**src/ltc_serial_div.sv**
```systemverilog
`timescale 1ns / 1ps
// Restoring unsigned divider, one quotient bit per cycle.
// Standalone; used by the lanes and by the error-bound scaling.
module ltc_serial_div #(
    parameter int NUM_W = 33,
    parameter int DEN_W = 32
) (
    input  logic             clk,
    input  logic             rst_n,
    input  logic             start,
    input  logic [NUM_W-1:0] num,
    input  logic [DEN_W-1:0] den,
    output logic             busy,
    output logic [NUM_W-1:0] quo
);
    localparam int CNT_W = $clog2(NUM_W + 1);

    logic [NUM_W-1:0] quo_reg, quo_next;
    logic [DEN_W-1:0] rem_reg, rem_next;
    logic [DEN_W-1:0] den_reg;
    logic [CNT_W-1:0] cnt_reg, cnt_next;
    logic             busy_reg, busy_next;
    logic [DEN_W:0]   shifted;

    always_comb
    begin
        shifted   = {rem_reg, quo_reg[NUM_W-1]};
        quo_next  = quo_reg;
        rem_next  = rem_reg;
        cnt_next  = cnt_reg;
        busy_next = busy_reg;
        if (start)
        begin
            quo_next  = num;
            rem_next  = '0;
            cnt_next  = CNT_W'(NUM_W);
            busy_next = 1'b1;
        end
        else if (busy_reg)
        begin
            if (shifted >= {1'b0, den_reg})
            begin
                rem_next = DEN_W'(shifted - {1'b0, den_reg});
                quo_next = {quo_reg[NUM_W-2:0], 1'b1};
            end
            else
            begin
                rem_next = shifted[DEN_W-1:0];
                quo_next = {quo_reg[NUM_W-2:0], 1'b0};
            end
            cnt_next  = cnt_reg - 1'b1;
            busy_next = (cnt_reg != CNT_W'(1));
        end
    end

    always_ff @(posedge clk or negedge rst_n)
    begin
        if (!rst_n)
        begin
            busy_reg <= 1'b0;
            cnt_reg  <= '0;
        end
        else
        begin
            busy_reg <= busy_next;
            cnt_reg  <= cnt_next;
        end
    end

    always_ff @(posedge clk)
    begin
        quo_reg <= quo_next;
        rem_reg <= rem_next;
        if (start)
            den_reg <= den;
    end

    assign busy = busy_reg;
    assign quo  = quo_reg;
endmodule

```
**config.mk**
```make
export PLATFORM = sky130hd
export DESIGN_NAME = ltc_serial_div
export DESIGN_NICKNAME = d
export VERILOG_FILES = /design/src/ltc_serial_div.sv
export SDC_FILE = /design/constraint.sdc
export NUM_CORES = 1
export LEC_CHECK = 0
export BUFFER_PORTS_ARGS = -buffer_cell sky130_fd_sc_hd__buf_2
export CAP_MARGIN = 10
export CELL_PAD_IN_SITES_DETAIL_PLACEMENT = 1
export CELL_PAD_IN_SITES_GLOBAL_PLACEMENT = 1
export CORE_ASPECT_RATIO = 1.5
export CORE_UTILIZATION = 40
export DETAILED_ROUTE_END_ITERATION = 6
export PLACE_DENSITY = 0.84
export SETUP_SLACK_MARGIN = 0.5
export SYNTH_ARGS = -nofsm -noshare
export SYNTH_HDL_FRONTEND = slang
export SYNTH_SLANG_ARGS = --single-unit
```
**constraint.sdc**
```tcl
create_clock -name clk -period 2.62 [get_ports clk]
set_clock_uncertainty 0.05 [all_clocks]
set_input_delay 0.262 -clock clk [delete_from_list [all_inputs] [get_ports clk]]
set_output_delay 0.262 -clock clk [all_outputs]
set_load 0.02 [all_outputs]
```
* After elaboration in Yosys (flattened, before gate mapping) *
Index checks and enable logic that the tools add are counted.

storage, ports and cells
  register bits = 104
  output and inout port bits = 34

cells by class
  $add $sub $neg = 2
  magnitude comparators = 1
  equal/unequal tests = 1
  mux-type cells = 8
  reduce and logical (&&, ||, !) cells = 1

operators by type and width
  kind                                                   count
  two-way mux 33 bit                                     2
  greater-or-equal comparator 33 x 32 -> 1 bit           1
  two-way mux 32 bit                                     1
  subtractor 32 bit                                      1
  two-way mux 6 bit                                      2
  inequality test 6 x 1 -> 1 bit, second input constant  1
  subtractor 6 x 1 -> 6 bit, second input constant       1
  two-way mux 1 bit                                      3
  nonzero test 2 bit                                     1

* Longest topological paths before layout *
  depth after elaboration = 4
  depth in mapped cells = 13
  gate-level depth less buffers = 12

* Least setup slack after synthesis *
Ideal clock, no wire load.

  kind = register to register
  start = register quo_reg[32], in the netlist quo[32]
  end = register rem_reg[30]
  library setup time = 0.122 ns
  arrival = 2.605 ns
  setup slack = -0.157 ns
  cell stages (with the launch flop) = 13
  buffers on the path = 0
  clock period less this slack = 2.777 ns
  cell sequence = edfxtp_1 inv_1 ha_1 inv_1 fa_1 a21o_1 a221o_1 nand3_1 a31oi_1 nand2_1 o21ai_0 xor2_1 a221o_1

between the ends
  cells in the longest elaborated chain, start to end = 2
  elaborated cells on any way between the ends = 3
  those cells by class = add/sub: 1; order compare: 1; mux: 1

ends and longest elaborated chain
  item                                                                               line    text
  start, declared                                                                    18      logic [NUM_W-1:0] quo_reg, quo_next;
  start signal, assigned                                                             72      quo_reg <= quo_next;
  subtractor 32 bit or greater-or-equal comparator 33 x 32 -> 1 bit (tied branches)  43, 41
  two-way mux 32 bit (*)                                                             41      if (shifted >= {1'b0, den_reg})
  end signal, assigned                                                               73      rem_reg <= rem_next;
  end, declared                                                                      19      logic [DEN_W-1:0] rem_reg, rem_next;

Every way passes the cells marked *; elsewhere a longest branch is shown, timed or not.
A chain may end at the register's enable or synchronous reset.

* Worst setup path in the final report *
  start = register den_reg[12]
  end = register rem_reg[11]

between the ends
  cells in the longest elaborated chain, start to end = 2

ends and longest elaborated chain
  item                                          line  text
  start, declared                               20    logic [DEN_W-1:0] den_reg;
  start signal, assigned                        75    den_reg <= den;
  greater-or-equal comparator 33 x 32 -> 1 bit  41
  two-way mux 32 bit                            41

No other way between the ends.

==> summary.txt <==
Layout area overhead - 32.9%
Period Utilization, post-route - 107%
RSZ-0062 raised after global routing - yes
Startpoint Class - flip-flop
Core Area - 0.0146 sq mm
Top Ports - 102
violated checks - setup timing
Seq cells post-synth - 104
Net Count, Synth - 675
CTS tree - built
Seq/Total Area, Yosys - 46.2%
FMAX - 356 MHz
min-delay src - den[3]
PnR worst setup slack - -0.187 ns
first-pass GRT wire length - 29000 microns
die width - 102 microns
CP peak stage delay - 0.49 ns
Clock Latency Late Sink - 0.37 ns
row count - 54
Setup violations, final - 33
vias per cell - 5.56
synth top area cells - edfxtp_1 33%, dfxtp_1 11%, ha_1 7.1%
port bufs - 101
total power - 0.00805 W
Antenna Violating Nets Remaining - 0
grt total ovfl - 0
CP top delay family - compound AO/OA/AOI/OAI gates
Clock Path Buffers - 2
YS warnings - 0
vias in the first global route - 5855
initial antenna violation count - 0
Worst-Margin Slew - 0.569 ns
EDFF count, synth - 65
GRT Total Usage - 24.5%
main flop type after synthesis - edfxtp_1
Root Driver - clkbuf_16
Worst Setup Slack post-DPL - -0.183 ns
crit-path most repeated cell - a211oi_2
Max-Slew Margin vs Limit - 61.6%
ant diodes - 0
DRT Pass-1 Iters - 4
slowest cell on the critical path - a2111o_1
PwrDens - 1010 mW/mm^2
Cell Area, Synth - 0.00600 sq mm
CP Cell Sequence - inv_2, ha_4, nand2_1, o21a_1, a211oi_2, o21ai_2, a2111o_1, nand2_4, buf_12, mux2i_4, a211oi_2
critical path arrival - 2.99 ns
WHS Endpoint - den_reg[3]
GP Congestion - 0.873
Initial Util - 41.1%
die area - 0.0155 sq mm
LEAKAGE - 3.33 nW
CP Max Fanout - 8
residual DRC count - 0
max reg flops - 33
worst r2r src - den_reg[12]
Slew Viols, Final - 0
DRT iter0 DRCs - 288
Synth cell types - 59
Cells after Synth - 572
share of layout cells above drive strength 1 - 40.4%
synthesized area per cell - 10.5 sq um
Layout Nets - 836
dpl hpwl - 12800 microns
critical path type - reg -> reg
largest net degree at the start of global routing - 59
total wire length - 18600 microns
asr flop ratio synth - 6.73%
synth cell count leaders - 65 x edfxtp_1, 44 x nor2_1, 43 x inv_1, 43 x nand2_1
Worst Hold Class - in -> reg
H-tree levels - 3
cell with the most instances after synthesis - edfxtp_1
RR Endpoint - rem_reg[11]
CP endpoint kind - flip-flop
CTS Buf Count - 9
hold slack final - 0.0165 ns
R2R cell count - 11
maximum vdd drop - 448 uV
status - finished with violations
Crit path buffers/inverters - 2
share of the synthesized area in the top cell type - 32.5%
max cap viols - 0
Fin. Hold Viols - 0
Final min period - 2.81 ns
worst endpoint required time - 2.80 ns
Synth area leader - edfxtp_1
clk sinks - 104
R2R Setup Slk - -0.19 ns
clk slew on worst S/H paths - 0.08 ns
Die Ht - 152 microns
Hold Crit Depth - 1
drt wl/cell - 19.9 microns
routed vias - 5192
==> cells in the final DEF, fill, tap and decap left out, drive strengths merged, types with 10 or more instances in the layout <==
cell type	netlist	layout
a21o	11	11
inv	43	47
xor2	13	13
mux2	33	33
a211oi	22	22
nor2	44	44
nand2	45	45
xnor2	20	20
nand3	10	10
dfxtp	32	32
buf	8	173
mux2i	23	23
a21oi	35	35
nand2b	10	10
o21ai	28	28
edfxtp	65	65
ha	34	34
==> cell type report <==
cell class              count  area, sq um
fillers                  1632         6630
multi-input cells         401         3340
flip-flops and latches    104         2770
repair buffers            174         1150
well taps                 196          245
clock buffers               9          225
inverters                  43          161
clock inverters             7         82.6
==> repair_timing <==
| item | 4_1_cts | 5_1_grt |
|---|---|---|
| setup buffers | 11 | 4 |
| endpoints found under the hold margin | 7 | 0 |
| endpoints found under the setup margin | 33 | 33 |
| pin swaps | 45 | 14 |
| hold buffers | 1 | 0 |
| resized for setup | 54 | 24 |
| gates cloned | 1 | 0 |
==> worst register-to-register path: stages (launching register included) <==
cell      delay (ns)
edfxtp_1        0.34
inv_2           0.05
ha_4            0.32
nand2_1         0.12
o21a_1          0.26
a211oi_2        0.24
o21ai_2         0.11
a2111o_1        0.49
nand2_4         0.20
buf_12          0.18
mux2i_4         0.23
a211oi_2        0.08
==> report_power, final <==
part           internal (W)  total (W)  switching [W]
logic               0.00192    0.00418        0.00225
clock network      0.000686    0.00140       0.000714
registers           0.00216    0.00248       0.000320
==> per-layer routing <==
metal,share of wire (%),track usage (%)
met4,5.1,14.1
met2,56,45.8
met1,35,24.1
met3,4.0,4.88
met5,0,0
==> how the worst max path moves through the flow <==
stage,start,cells past startpoint,slack (ns),endpoint
global route,den_reg[12],11,-0.25,rem_reg[20]
floorplan,quo[32],12,-0.10,rem_reg[7]
CTS,quo[32],12,-0.08,rem_reg[30]
detailed placement,den_reg[16],11,-0.18,rem_reg[20]
global placement,den_reg[1],10,-0.11,rem_reg[27]
finish,den_reg[12],11,-0.19,rem_reg[11]
==> cells by family after synthesis <==
family / synth area share [%]
xor gates and xnor gates: 4.82
muxes: 10.0
adders and majority gates: 7.43
buffers and inverters: 4.94
DFF: 46.2
and+or+nand+nor: 11.0
AOI/OAI and AO/OA: 15.6
==> metrics by stage <==
step	TNS [ns]	utilization, %	cell area (sq um)	instances
2_1_floorplan	-1.25	-	6050	572
3_3_place_gp	-0.743	48.8	7130	901
3_5_place_dp	-3.53	48.8	7130	901
4_1_cts	-0.852	53.6	7830	930
5_1_grt	-6.51	54.6	7970	934
6_report	-4.08	54.6	7970	934
Power figures use the tool's default switching activity.
