## src/ltc_pkg.sv

```systemverilog
`timescale 1ns / 1ps
// Shared types, constants and helper functions for the LTC box stream compressor.
// No dependencies; the interfaces, the top level and the lanes import this package.
package ltc_pkg;

    localparam int AXES    = 3;
    localparam int VAL_W   = 32;
    localparam int TIME_W  = 32;
    localparam int EPS_W   = 31;
    localparam int KIND_W  = 2;
    localparam int WIDE_W  = 36;

    localparam logic [KIND_W-1:0] KIND_SENT    = 2'd0;
    localparam logic [KIND_W-1:0] KIND_FLUSHED = 2'd1;
    localparam logic [KIND_W-1:0] KIND_EXTRAP  = 2'd2;

    localparam logic [1:0] PHASE_EMPTY = 2'd0;
    localparam logic [1:0] PHASE_BASE  = 2'd1;
    localparam logic [1:0] PHASE_BOX   = 2'd2;

    // Commands from the sequencer to every lane.
    typedef struct packed {
        logic load_base;
        logic open_box;
        logic div_start;
        logic narrow;
        logic mul_go;
        logic move_base;
        logic clear;
    } lane_ctrl_t;

    typedef logic signed [VAL_W-1:0] val_t;

    // Saturate a wide signed value to the signed 32-bit range.
    function automatic val_t sat32(input logic signed [WIDE_W-1:0] x);
        logic signed [WIDE_W-1:0] hi;
        logic signed [WIDE_W-1:0] lo;
        hi = WIDE_W'(32'sh7FFF_FFFF);
        lo = -WIDE_W'(33'sh0_8000_0000);
        if (x > hi)
            return val_t'(32'sh7FFF_FFFF);
        else if (x < lo)
            return val_t'(32'sh8000_0000);
        else
            return x[VAL_W-1:0];
    endfunction

endpackage

```

## src/ltc_serial_div.sv

```systemverilog
`timescale 1ns / 1ps
// Restoring unsigned divider, one quotient bit per cycle.
// Standalone; used by the lanes and by the error-bound scaling.
module ltc_serial_div #(
    parameter int NUM_W = 33,
    parameter int DEN_W = 32
) (
    input  logic             clk,
    input  logic             rst_n,
    input  logic             start,
    input  logic [NUM_W-1:0] num,
    input  logic [DEN_W-1:0] den,
    output logic             busy,
    output logic [NUM_W-1:0] quo
);
    localparam int CNT_W = $clog2(NUM_W + 1);

    logic [NUM_W-1:0] quo_reg, quo_next;
    logic [DEN_W-1:0] rem_reg, rem_next;
    logic [DEN_W-1:0] den_reg;
    logic [CNT_W-1:0] cnt_reg, cnt_next;
    logic             busy_reg, busy_next;
    logic [DEN_W:0]   shifted;

    always_comb
    begin
        shifted   = {rem_reg, quo_reg[NUM_W-1]};
        quo_next  = quo_reg;
        rem_next  = rem_reg;
        cnt_next  = cnt_reg;
        busy_next = busy_reg;
        if (start)
        begin
            quo_next  = num;
            rem_next  = '0;
            cnt_next  = CNT_W'(NUM_W);
            busy_next = 1'b1;
        end
        else if (busy_reg)
        begin
            if (shifted >= {1'b0, den_reg})
            begin
                rem_next = DEN_W'(shifted - {1'b0, den_reg});
                quo_next = {quo_reg[NUM_W-2:0], 1'b1};
            end
            else
            begin
                rem_next = shifted[DEN_W-1:0];
                quo_next = {quo_reg[NUM_W-2:0], 1'b0};
            end
            cnt_next  = cnt_reg - 1'b1;
            busy_next = (cnt_reg != CNT_W'(1));
        end
    end

    always_ff @(posedge clk or negedge rst_n)
    begin
        if (!rst_n)
        begin
            busy_reg <= 1'b0;
            cnt_reg  <= '0;
        end
        else
        begin
            busy_reg <= busy_next;
            cnt_reg  <= cnt_next;
        end
    end

    always_ff @(posedge clk)
    begin
        quo_reg <= quo_next;
        rem_reg <= rem_next;
        if (start)
            den_reg <= den;
    end

    assign busy = busy_reg;
    assign quo  = quo_reg;
endmodule

```

## src/ltc_lane.sv

```systemverilog
`timescale 1ns / 1ps
// One axis of the compressor: base point, slope box, projection divider and midline step.
// Depends on ltc_pkg and ltc_serial_div.
module ltc_lane (
    input  logic                       clk,
    input  logic                       rst_n,
    input  ltc_pkg::lane_ctrl_t        ctrl,
    input  logic signed [31:0]         sample_val,
    input  logic [31:0]                td,
    input  logic [31:0]                n_steps,
    input  logic [30:0]                epsilon,
    input  logic [31:0]                eps_scaled,
    output logic                       div_busy,
    output logic                       outside,
    output logic signed [31:0]         base_val,
    output logic signed [31:0]         moved_val
);
    import ltc_pkg::*;

    val_t base_reg, upper_reg, lower_reg;
    logic signed [32:0] diff_v;
    logic [32:0]        diff_mag;
    logic               qneg_reg;
    logic [32:0]        quo;
    logic signed [WIDE_W-1:0] q_s, proj, mid, half, dev, dev_abs, e_w, hi_w, lo_w;
    val_t               hi, lo;
    logic signed [WIDE_W-1:0] mdiff;
    logic [33:0]        mmag;
    logic [65:0]        prod_reg;
    logic               pneg_reg;
    logic [33:0]        clamped;
    logic signed [WIDE_W-1:0] step_s;
    val_t               moved;

    assign diff_v   = 33'(sample_val) - 33'(base_reg);
    assign diff_mag = diff_v[32] ? 33'(-diff_v) : 33'(diff_v);

    ltc_serial_div #(.NUM_W(33), .DEN_W(32)) u_div (
        .clk   (clk),
        .rst_n (rst_n),
        .start (ctrl.div_start),
        .num   (diff_mag),
        .den   (td),
        .busy  (div_busy),
        .quo   (quo)
    );

    always_comb
    begin
        q_s     = qneg_reg ? -WIDE_W'($signed({1'b0, quo})) : WIDE_W'($signed({1'b0, quo}));
        proj    = WIDE_W'(base_reg) + q_s;
        mid     = (WIDE_W'(upper_reg) + WIDE_W'(lower_reg)) >>> 1;
        half    = (WIDE_W'(upper_reg) - WIDE_W'(lower_reg)) >>> 1;
        e_w     = WIDE_W'($signed({1'b0, eps_scaled}));
        dev     = proj - mid;
        dev_abs = dev[WIDE_W-1] ? -dev : dev;
        hi_w    = proj + e_w;
        lo_w    = proj - e_w;
        hi      = sat32(hi_w);
        lo      = sat32(lo_w);
        mdiff   = mid - WIDE_W'(base_reg);
        mmag    = mdiff[WIDE_W-1] ? 34'(-mdiff) : 34'(mdiff);
        // The midline step is clamped to 2^33 in magnitude before it is added.
        clamped = (prod_reg > 66'(34'h2_0000_0000)) ? 34'h2_0000_0000 : prod_reg[33:0];
        step_s  = pneg_reg ? -WIDE_W'({2'b00, clamped}) : WIDE_W'({2'b00, clamped});
        moved   = sat32(WIDE_W'(base_reg) + step_s);
    end

    assign outside = dev_abs > (half + e_w);

    always_ff @(posedge clk)
    begin
        if (ctrl.div_start)
            qneg_reg <= diff_v[32];
        if (ctrl.mul_go)
        begin
            prod_reg <= mmag * n_steps;
            pneg_reg <= mdiff[WIDE_W-1];
        end
    end

    always_ff @(posedge clk or negedge rst_n)
    begin
        if (!rst_n)
        begin
            base_reg  <= '0;
            upper_reg <= '0;
            lower_reg <= '0;
        end
        else if (ctrl.clear)
        begin
            base_reg  <= '0;
            upper_reg <= '0;
            lower_reg <= '0;
        end
        else
        begin
            if (ctrl.load_base)
                base_reg <= sample_val;
            else if (ctrl.move_base)
                base_reg <= moved;
            if (ctrl.open_box)
            begin
                upper_reg <= sat32(WIDE_W'(sample_val) + WIDE_W'({1'b0, epsilon}));
                lower_reg <= sat32(WIDE_W'(sample_val) - WIDE_W'({1'b0, epsilon}));
            end
            else if (ctrl.narrow)
            begin
                if (hi < upper_reg)
                    upper_reg <= hi;
                if (lo > lower_reg)
                    lower_reg <= lo;
            end
        end
    end

    assign base_val  = base_reg;
    assign moved_val = moved;
endmodule
```

## config.mk

```make
export PLATFORM = sky130hd
export DESIGN_NAME = ltc_lane
export DESIGN_NICKNAME = d
export VERILOG_FILES = /design/src/ltc_pkg.sv /design/src/ltc_serial_div.sv /design/src/ltc_lane.sv
export SDC_FILE = /design/constraint.sdc
export NUM_CORES = 2
export LEC_CHECK = 0
export BUFFER_PORTS_ARGS = -buffer_cell sky130_fd_sc_hd__buf_2
export CAP_MARGIN = 10
export CORE_ASPECT_RATIO = 1.75
export CORE_MARGIN = 4
export CORE_UTILIZATION = 40
export CTS_CLUSTER_DIAMETER = 80
export DETAILED_ROUTE_END_ITERATION = 7
export GPL_TIMING_DRIVEN = 0
export HOLD_SLACK_MARGIN = 0.03
export PLACE_DENSITY = 0.53
export SYNTH_ARGS = -nofsm -noshare
export SYNTH_HDL_FRONTEND = slang
export SYNTH_SLANG_ARGS = --single-unit
export TNS_END_PERCENT = 1
```

## constraint.sdc

```tcl
create_clock -name clk -period 17.5 [get_ports clk]
set_clock_uncertainty 0.1 [all_clocks]
set_input_delay 1.75 -clock clk [delete_from_list [all_inputs] [get_ports clk]]
set_output_delay 1.75 -clock clk [all_outputs]
set_load 0.05 [all_outputs]
```

[Word-level counts from Yosys, hierarchy flattened]
Index checks and enable logic that the tools add are counted.
Cells by class
  add/sub/neg operators: 19
  multipliers: 1
  $lt $le $gt $ge: 15
  eq/ne operators: 1
  muxes and demuxes: 35
  reductions and logical operators: 7
Operator list (number)
  2-to-1 mux 32 bit: 22
  subtractor 32 x 32 -> 33 bit: 4
  > comparator 36 x 32 -> 1 bit, second input constant: 3
  < comparator 36 x 32 -> 1 bit, second input constant: 3
  2-to-1 mux 36 bit: 3
  2-to-1 mux 33 bit: 3
  adder 32 x 36 -> 36 bit: 2
  2-to-1 mux 34 bit: 2
  adder 32 x 32 -> 33 bit: 2
  > comparator 33 x 32 -> 1 bit, second input constant: 2
  > comparator 66 x 34 -> 1 bit, second input constant: 1
  < comparator 33 x 32 -> 1 bit, second input constant: 2
  multiplier 34 x 32 -> 66 bit: 1
  adder 36 x 33 -> 36 bit: 1
  > comparator 36 x 34 -> 1 bit: 1
  negator 33 -> 36 bit: 1
  negator 34 -> 36 bit: 1
  negator 36 bit: 1
  subtractor 36 x 32 -> 36 bit: 1
  subtractor 36 x 33 -> 36 bit: 1
  adder 32 x 33 -> 34 bit: 1
  negator 33 -> 34 bit: 1
  >= comparator 33 x 32 -> 1 bit: 1
  negator 33 bit: 1
  10 further kinds: 17
Storage, ports and cells
  register bits after elaboration: 268
  input port bits: 168
  output and inout bits: 66
  logic and storage cells: 89

[Longest topological paths before layout]
  depth after elaboration: 12
  depth in mapped cells: 59
  depth with buffers taken out: 56

[Cells and area by module]
Synthesis repeated with hierarchy kept, for this count alone.
Second synthesis, totals
  cells, all modules: 8850
  area total of the unflattened synthesis: 73601.8 µm²
Modules (own cells, without submodules)
  ltc_lane: times used 1, cells each 8279, area an instance 67726.2 µm²
  ltc_serial_div: times used 1, cells each 571, area an instance 5875.6 µm²

[Worst setup path after synthesis]
OpenSTA, ideal clock, no wires.
  path type: register to register
  from: register upper_reg[6]
  to: register prod_reg[63] (data pin)
  setup time: 0.270 ns
  arrival time: 12.501 ns
  setup slack: 4.628 ns
  stages on the path, launching flop included: 53
  buffers on the path: 4
  period minus slack after synthesis: 12.872 ns
  path through: dfrtp_1 -> ha_1 -> clkbuf_1 -> or3b_2 -> a31o_2 -> o211ai_1 -> a31o_2 -> a31oi_1 -> a21oi_1 -> nor2_1 -> nor2_1 -> xnor2_1 -> ha_1 -> clkbuf_1 -> nand3_1 -> nor2_1 -> a221o_1 -> a21o_1 -> [... 17 more ...] -> inv_1 -> fa_1 -> fa_1 -> fa_1 -> fa_1 -> ha_1 -> a21o_1 -> a21o_1 -> a21o_1 -> a21o_1 -> a21oi_1 -> nand3_1 -> a31oi_1 -> o31a_1 -> o211ai_1 -> a211oi_1 -> nor3_1 -> or3b_2
On the way
  cells in the longest elaborated chain, start to end: 5
RTL lines
  from (decl): line ltc_lane.sv:20  | val_t base_reg, upper_reg, lower_reg;
  from (signal assigned): line ltc_lane.sv:104  | upper_reg <= sat32(WIDE_W'(sample_val) + WIDE_W'({1'b0, epsilon}));
  from (signal assigned): line ltc_lane.sv:110  | upper_reg <= hi;
  adder 32 x 32 -> 33 bit *: line ltc_lane.sv:52  | mid = (WIDE_W'(upper_reg) + WIDE_W'(lower_reg)) >>> 1;
  subtractor 32 x 32 -> 33 bit *: line ltc_lane.sv:61  | mdiff = mid - WIDE_W'(base_reg);
  named net mdiff[32]: line ltc_lane.sv:27  | logic signed [WIDE_W-1:0] mdiff;
  negator 33 -> 34 bit: line ltc_lane.sv:62  | mmag = mdiff[WIDE_W-1] ? 34'(-mdiff) : 34'(mdiff);
  2-to-1 mux 34 bit *: line ltc_lane.sv:62
  multiplier 34 x 32 -> 66 bit *: line ltc_lane.sv:77  | prod_reg <= mmag * n_steps;
  to (signal assigned): line ltc_lane.sv:77
  to (decl): line ltc_lane.sv:29  | logic [65:0] prod_reg;
Mark *: on every way through the listed nets, which the timed path passes. The rest lies on a longest branch.
A chain may end at the register's enable or synchronous reset.

[Final worst setup path]
  from: register lower_reg[9]
  to: register prod_reg[63] (data pin)
On the way
  cells in the longest elaborated chain, start to end: 5
RTL lines
  from (decl): line ltc_lane.sv:20
  from (signal assigned): line ltc_lane.sv:105  | lower_reg <= sat32(WIDE_W'(sample_val) - WIDE_W'({1'b0, epsilon}));
  from (signal assigned): line ltc_lane.sv:112  | lower_reg <= lo;
  adder 32 x 32 -> 33 bit *: line ltc_lane.sv:52
  subtractor 32 x 32 -> 33 bit *: line ltc_lane.sv:61
  named net mdiff[32]: line ltc_lane.sv:27
  negator 33 -> 34 bit: line ltc_lane.sv:62
  2-to-1 mux 34 bit *: line ltc_lane.sv:62
  multiplier 34 x 32 -> 66 bit *: line ltc_lane.sv:77
Marked as above.

==> flow_summary_export.csv <==
group,metric,value,unit
hold_path,hold_depth,2,
cts,cts_tree,"done",
global_routing,grt_antenna_before_repair,43,
setup_path,cp_data_required_time,17780,ps
synthesis,ys_seq_area_share,9.57,%
synthesis,synth-simple-area-share,18.3,%
route,routed_wire_length_per_instance,31.6,µm
floorplanning,core.rowCount,210,
cts,worst_skew_pair.late_latency,650,ps
synthesis,synth.distinct_cells,109,
setup_path,reg_to_reg_slack_setup,300,ps
synthesis,synth_top_family_by_area,"adder cells",
synthesis,syn_inst,9127,
setup_path,crit_fanout,10,
synthesis,muxShareOfSynthArea,0.940,%
setup_path,critPathMostFrequentCell,"sky130_fd_sc_hd__fa_1",
synthesis,synth_compound_gate_area_share,16.5,%
synthesis,ys_async_sr_fraction,38.4,%
placement,detailed_place_hpwl,322000,µm
cts,max-clock-path-buffers,3,
setup_path,critPathLaunchType,"flip-flop",
floorplanning,core,0.187,mm²
layout,design.final.nets,11400,
setup_path,cp.buffers_inverters,9,
global_routing,grt_pass1_vias,72900,
setup_path,worst-endpoint-arrival,17480,ps
setup_path,critical-path-top-delay-family,"compound AO/OA/AOI/OAI gates",
setup_path,regToRegEndpoint,"prod_reg[63]",
layout,max_reg_flops,66,
cts,clkTransAtPathRegs,70,ps
cts,ctsHtreeMaxLevel,2,
placement,final_wtd_congestion,1.10,
floorplanning,die-width,336,µm
synthesis,yosys_warnings,0,
global_routing,globalRouteTotalUtil,38.0,%
setup_path,worst_r2r_path_depth,53,
sta,finalSetupTns,0,ps
layout,final_layout_size_suffix_gt1_share,5.43,%
hold_path,hold_path_startpoint,"u_div.rem_reg[0]",
outcome,status,"finished, final reports clean",
setup_path,worstSetupPathType,"flip-flop to flip-flop",
setup_path,r2r_start,"lower_reg[9]",
synthesis,post_synth_xor_area_fraction,6.54,%
route,ant_nets,0,
setup_path,worst_path_max_delay_cell,"sky130_fd_sc_hd__fa_1",
sta,worst-slew-pin-transition,1440,ps
synthesis,synth_top_area_cell,"sky130_fd_sc_hd__fa_1",
route,first_pass_iters,5,
cts,numCtsBuffers,36,
synthesis,share_of_synthesized_cell_area_in_full_adder_half_adder_and_majority_cells,38.9,%
global_routing,grt_first_pass_wirelength,523000,µm
layout,area_growth_from_synthesis_to_layout,8.47,%
sta,report.final.hold_viol_count,0,
setup_path,worst_path_largest_cell_delay,930,ps
route,detailroute.via_count,70400,
sta,drv_slew,0,
synthesis,postSynthRegisterBits,268,
run,timing.max_cap.violations,0,
synthesis,synth_top_area_share,25.8,%
route,dr.first_iter.drc_count,4876,
route,detail_route.vias_per_cell,5.89,
sta,finalSetupViolations,0,
synthesis,ys_top_cells_by_area,"sky130_fd_sc_hd__fa_1 26%, sky130_fd_sc_hd__ha_1 13%, sky130_fd_sc_hd__inv_1 7.0%, sky130_fd_sc_hd__edfxtp_1 5.3%, sky130_fd_sc_hd__xnor2_1 4.4%",
global_routing,overflow,0,
synthesis,synth_enable_flop_cells,133,
floorplanning,boundaryPins,234,
sta,slew_headroom,3.78,%
cts,clock-sinks,268,
synthesis,postSynthAreaPerCell,8.25,µm²
sta,fmaxAchievable,58.2,MHz
floorplanning,floorplan.die_area,0.196,mm²
sta,layout_worst_path_cycle_share,98.3,%
cts,root_buffer,"sky130_fd_sc_hd__clkbuf_16",
placement,buffer_ports.inserted,231,
layout,design_area,0.0817,mm²
synthesis,post_synth_instance_area,0.0753,mm²
sta,grt_setup_unrepaired,"false",
hold_path,min_to,"u_div.rem_reg[0]",
route,detail_route.drc_violations,0,
hold_path,hold_path_class,"flip-flop to flip-flop",
sta,final.min_clock_period,17200,ps
global_routing,grt_start_max_net_pins,79,
placement,placedInstanceArea,0.0802,mm²
synthesis,synth_top_flop_cell,"sky130_fd_sc_hd__edfxtp_1",
floorplanning,initial_core_util,40.3,%
floorplanning,dieHeight,582,µm
route,drt-total-wl,378000,µm
setup_path,crit_path_end_kind,"flip-flop",
==> worst register-to-register path: cells and delay by family (launching register included) <==
family          cells  cell delay, ps
fa+ha+maj          11            5860
xor+xnor            2            1020
compound gates     24            5950
flops               1             560
simple gates        7            1430
buf+inv             9            1980
==> cell usage after synthesis, types with 103 or more instances <==
master	number
sky130_fd_sc_hd__and2_1	533
sky130_fd_sc_hd__xnor2_1	382
sky130_fd_sc_hd__a21o_1	209
sky130_fd_sc_hd__clkbuf_1	377
sky130_fd_sc_hd__edfxtp_1	133
sky130_fd_sc_hd__a21oi_1	552
sky130_fd_sc_hd__inv_1	1414
sky130_fd_sc_hd__dfrtp_1	103
sky130_fd_sc_hd__xor2_1	179
sky130_fd_sc_hd__o21ai_0	313
sky130_fd_sc_hd__nand2_1	783
sky130_fd_sc_hd__fa_1	969
sky130_fd_sc_hd__o21a_1	107
sky130_fd_sc_hd__nor2_1	532
sky130_fd_sc_hd__nor3_1	133
sky130_fd_sc_hd__ha_1	793
sky130_fd_sc_hd__nor2b_1	156
sky130_fd_sc_hd__nand2b_1	130
==> cells by family (layout without fill, tap and decap cells) <==
| logic type | after synthesis | count (layout) |
|---|---|---|
| buffers and inverters | 1838 | 2174 |
| muxes | 66 | 66 |
| adders and majority gates | 1762 | 1762 |
| xor gates and xnor gates | 562 | 562 |
| and+or+nand+nor | 2730 | 2730 |
| DFF | 268 | 268 |
| AOI/OAI and AO/OA | 1899 | 1899 |
| other | 2 | 62 |
==> worst max path at each step <==
| stage | from | end | slack, ps | cells past startpoint |
|---|---|---|---|---|
| CTS | lower_reg[9] | prod_reg[63] | 60 | 51 |
| finish | lower_reg[9] | prod_reg[63] | 300 | 53 |
| detailed placement | lower_reg[9] | prod_reg[63] | -810 | 52 |
| global placement | lower_reg[9] | prod_reg[63] | -710 | 52 |
| global route | lower_reg[9] | prod_reg[63] | 80 | 52 |
| floorplan | upper_reg[6] | prod_reg[63] | 4630 | 52 |
==> layout by cell type (no fill, tap or decap), drive strengths merged, types with 50 or more instances in the layout <==
cell type     n
inv        1419
fa          969
ha          793
nand2       783
a21oi       552
and2        535
nor2        533
clkbuf      415
xnor2       383
o21ai       346
buf         314
a21o        209
xor2        179
nor2b       156
edfxtp      133
nor3        133
nand2b      131
o21a        107
dfrtp       103
a211oi       99
nand3        92
o31ai        85
o21bai       76
nand4        73
a31oi        63
nor4         63
or3          59
and3         50
==> per-stage QoR <==
stage,setup slack [ps],cells,hold slack [ps],utilization [%]
6_report,305,12000,397,43.7
3_3_place_gp,-710,11800,377,42.6
4_1_cts,59.2,11900,395,43.5
3_5_place_dp,-810,11900,379,42.9
5_1_grt,78.4,11900,421,43.6
2_1_floorplan,4630,9157,358,-
==> layout make-up <==
type	instances	area, µm²
Antenna cell	30	75.1
Buffer	419	1650
Clock buffer	40	926
Clock inverter	26	298
Fill cell	19400	105000
Inverter	1418	5320
Multi-Input combinational cell	7051	61500
Sequential cell	268	7210
Tap cell	2438	3050
Timing Repair Buffer	271	1690
==> layer usage <==
layer	track usage, %	vias up	routed length (µm)
met5	0	-	34
met4	46.6	6	58900
met3	6.20	1507	21500
met2	66.4	3151	185000
met1	33.9	34900	112000
li1	-	30800	-
==> what timing repair did <==
action / 4_1_cts / 5_1_grt
setup buffers: 0 / 4
hold buffers: 0 / 0
resized for setup: 7 / 36
pin swaps: 0 / 1
endpoints found under the setup margin: 14 / 15
Power is not shown: default switching activity piles up to over one toggle a cycle in this logic, so the estimate is an artifact.
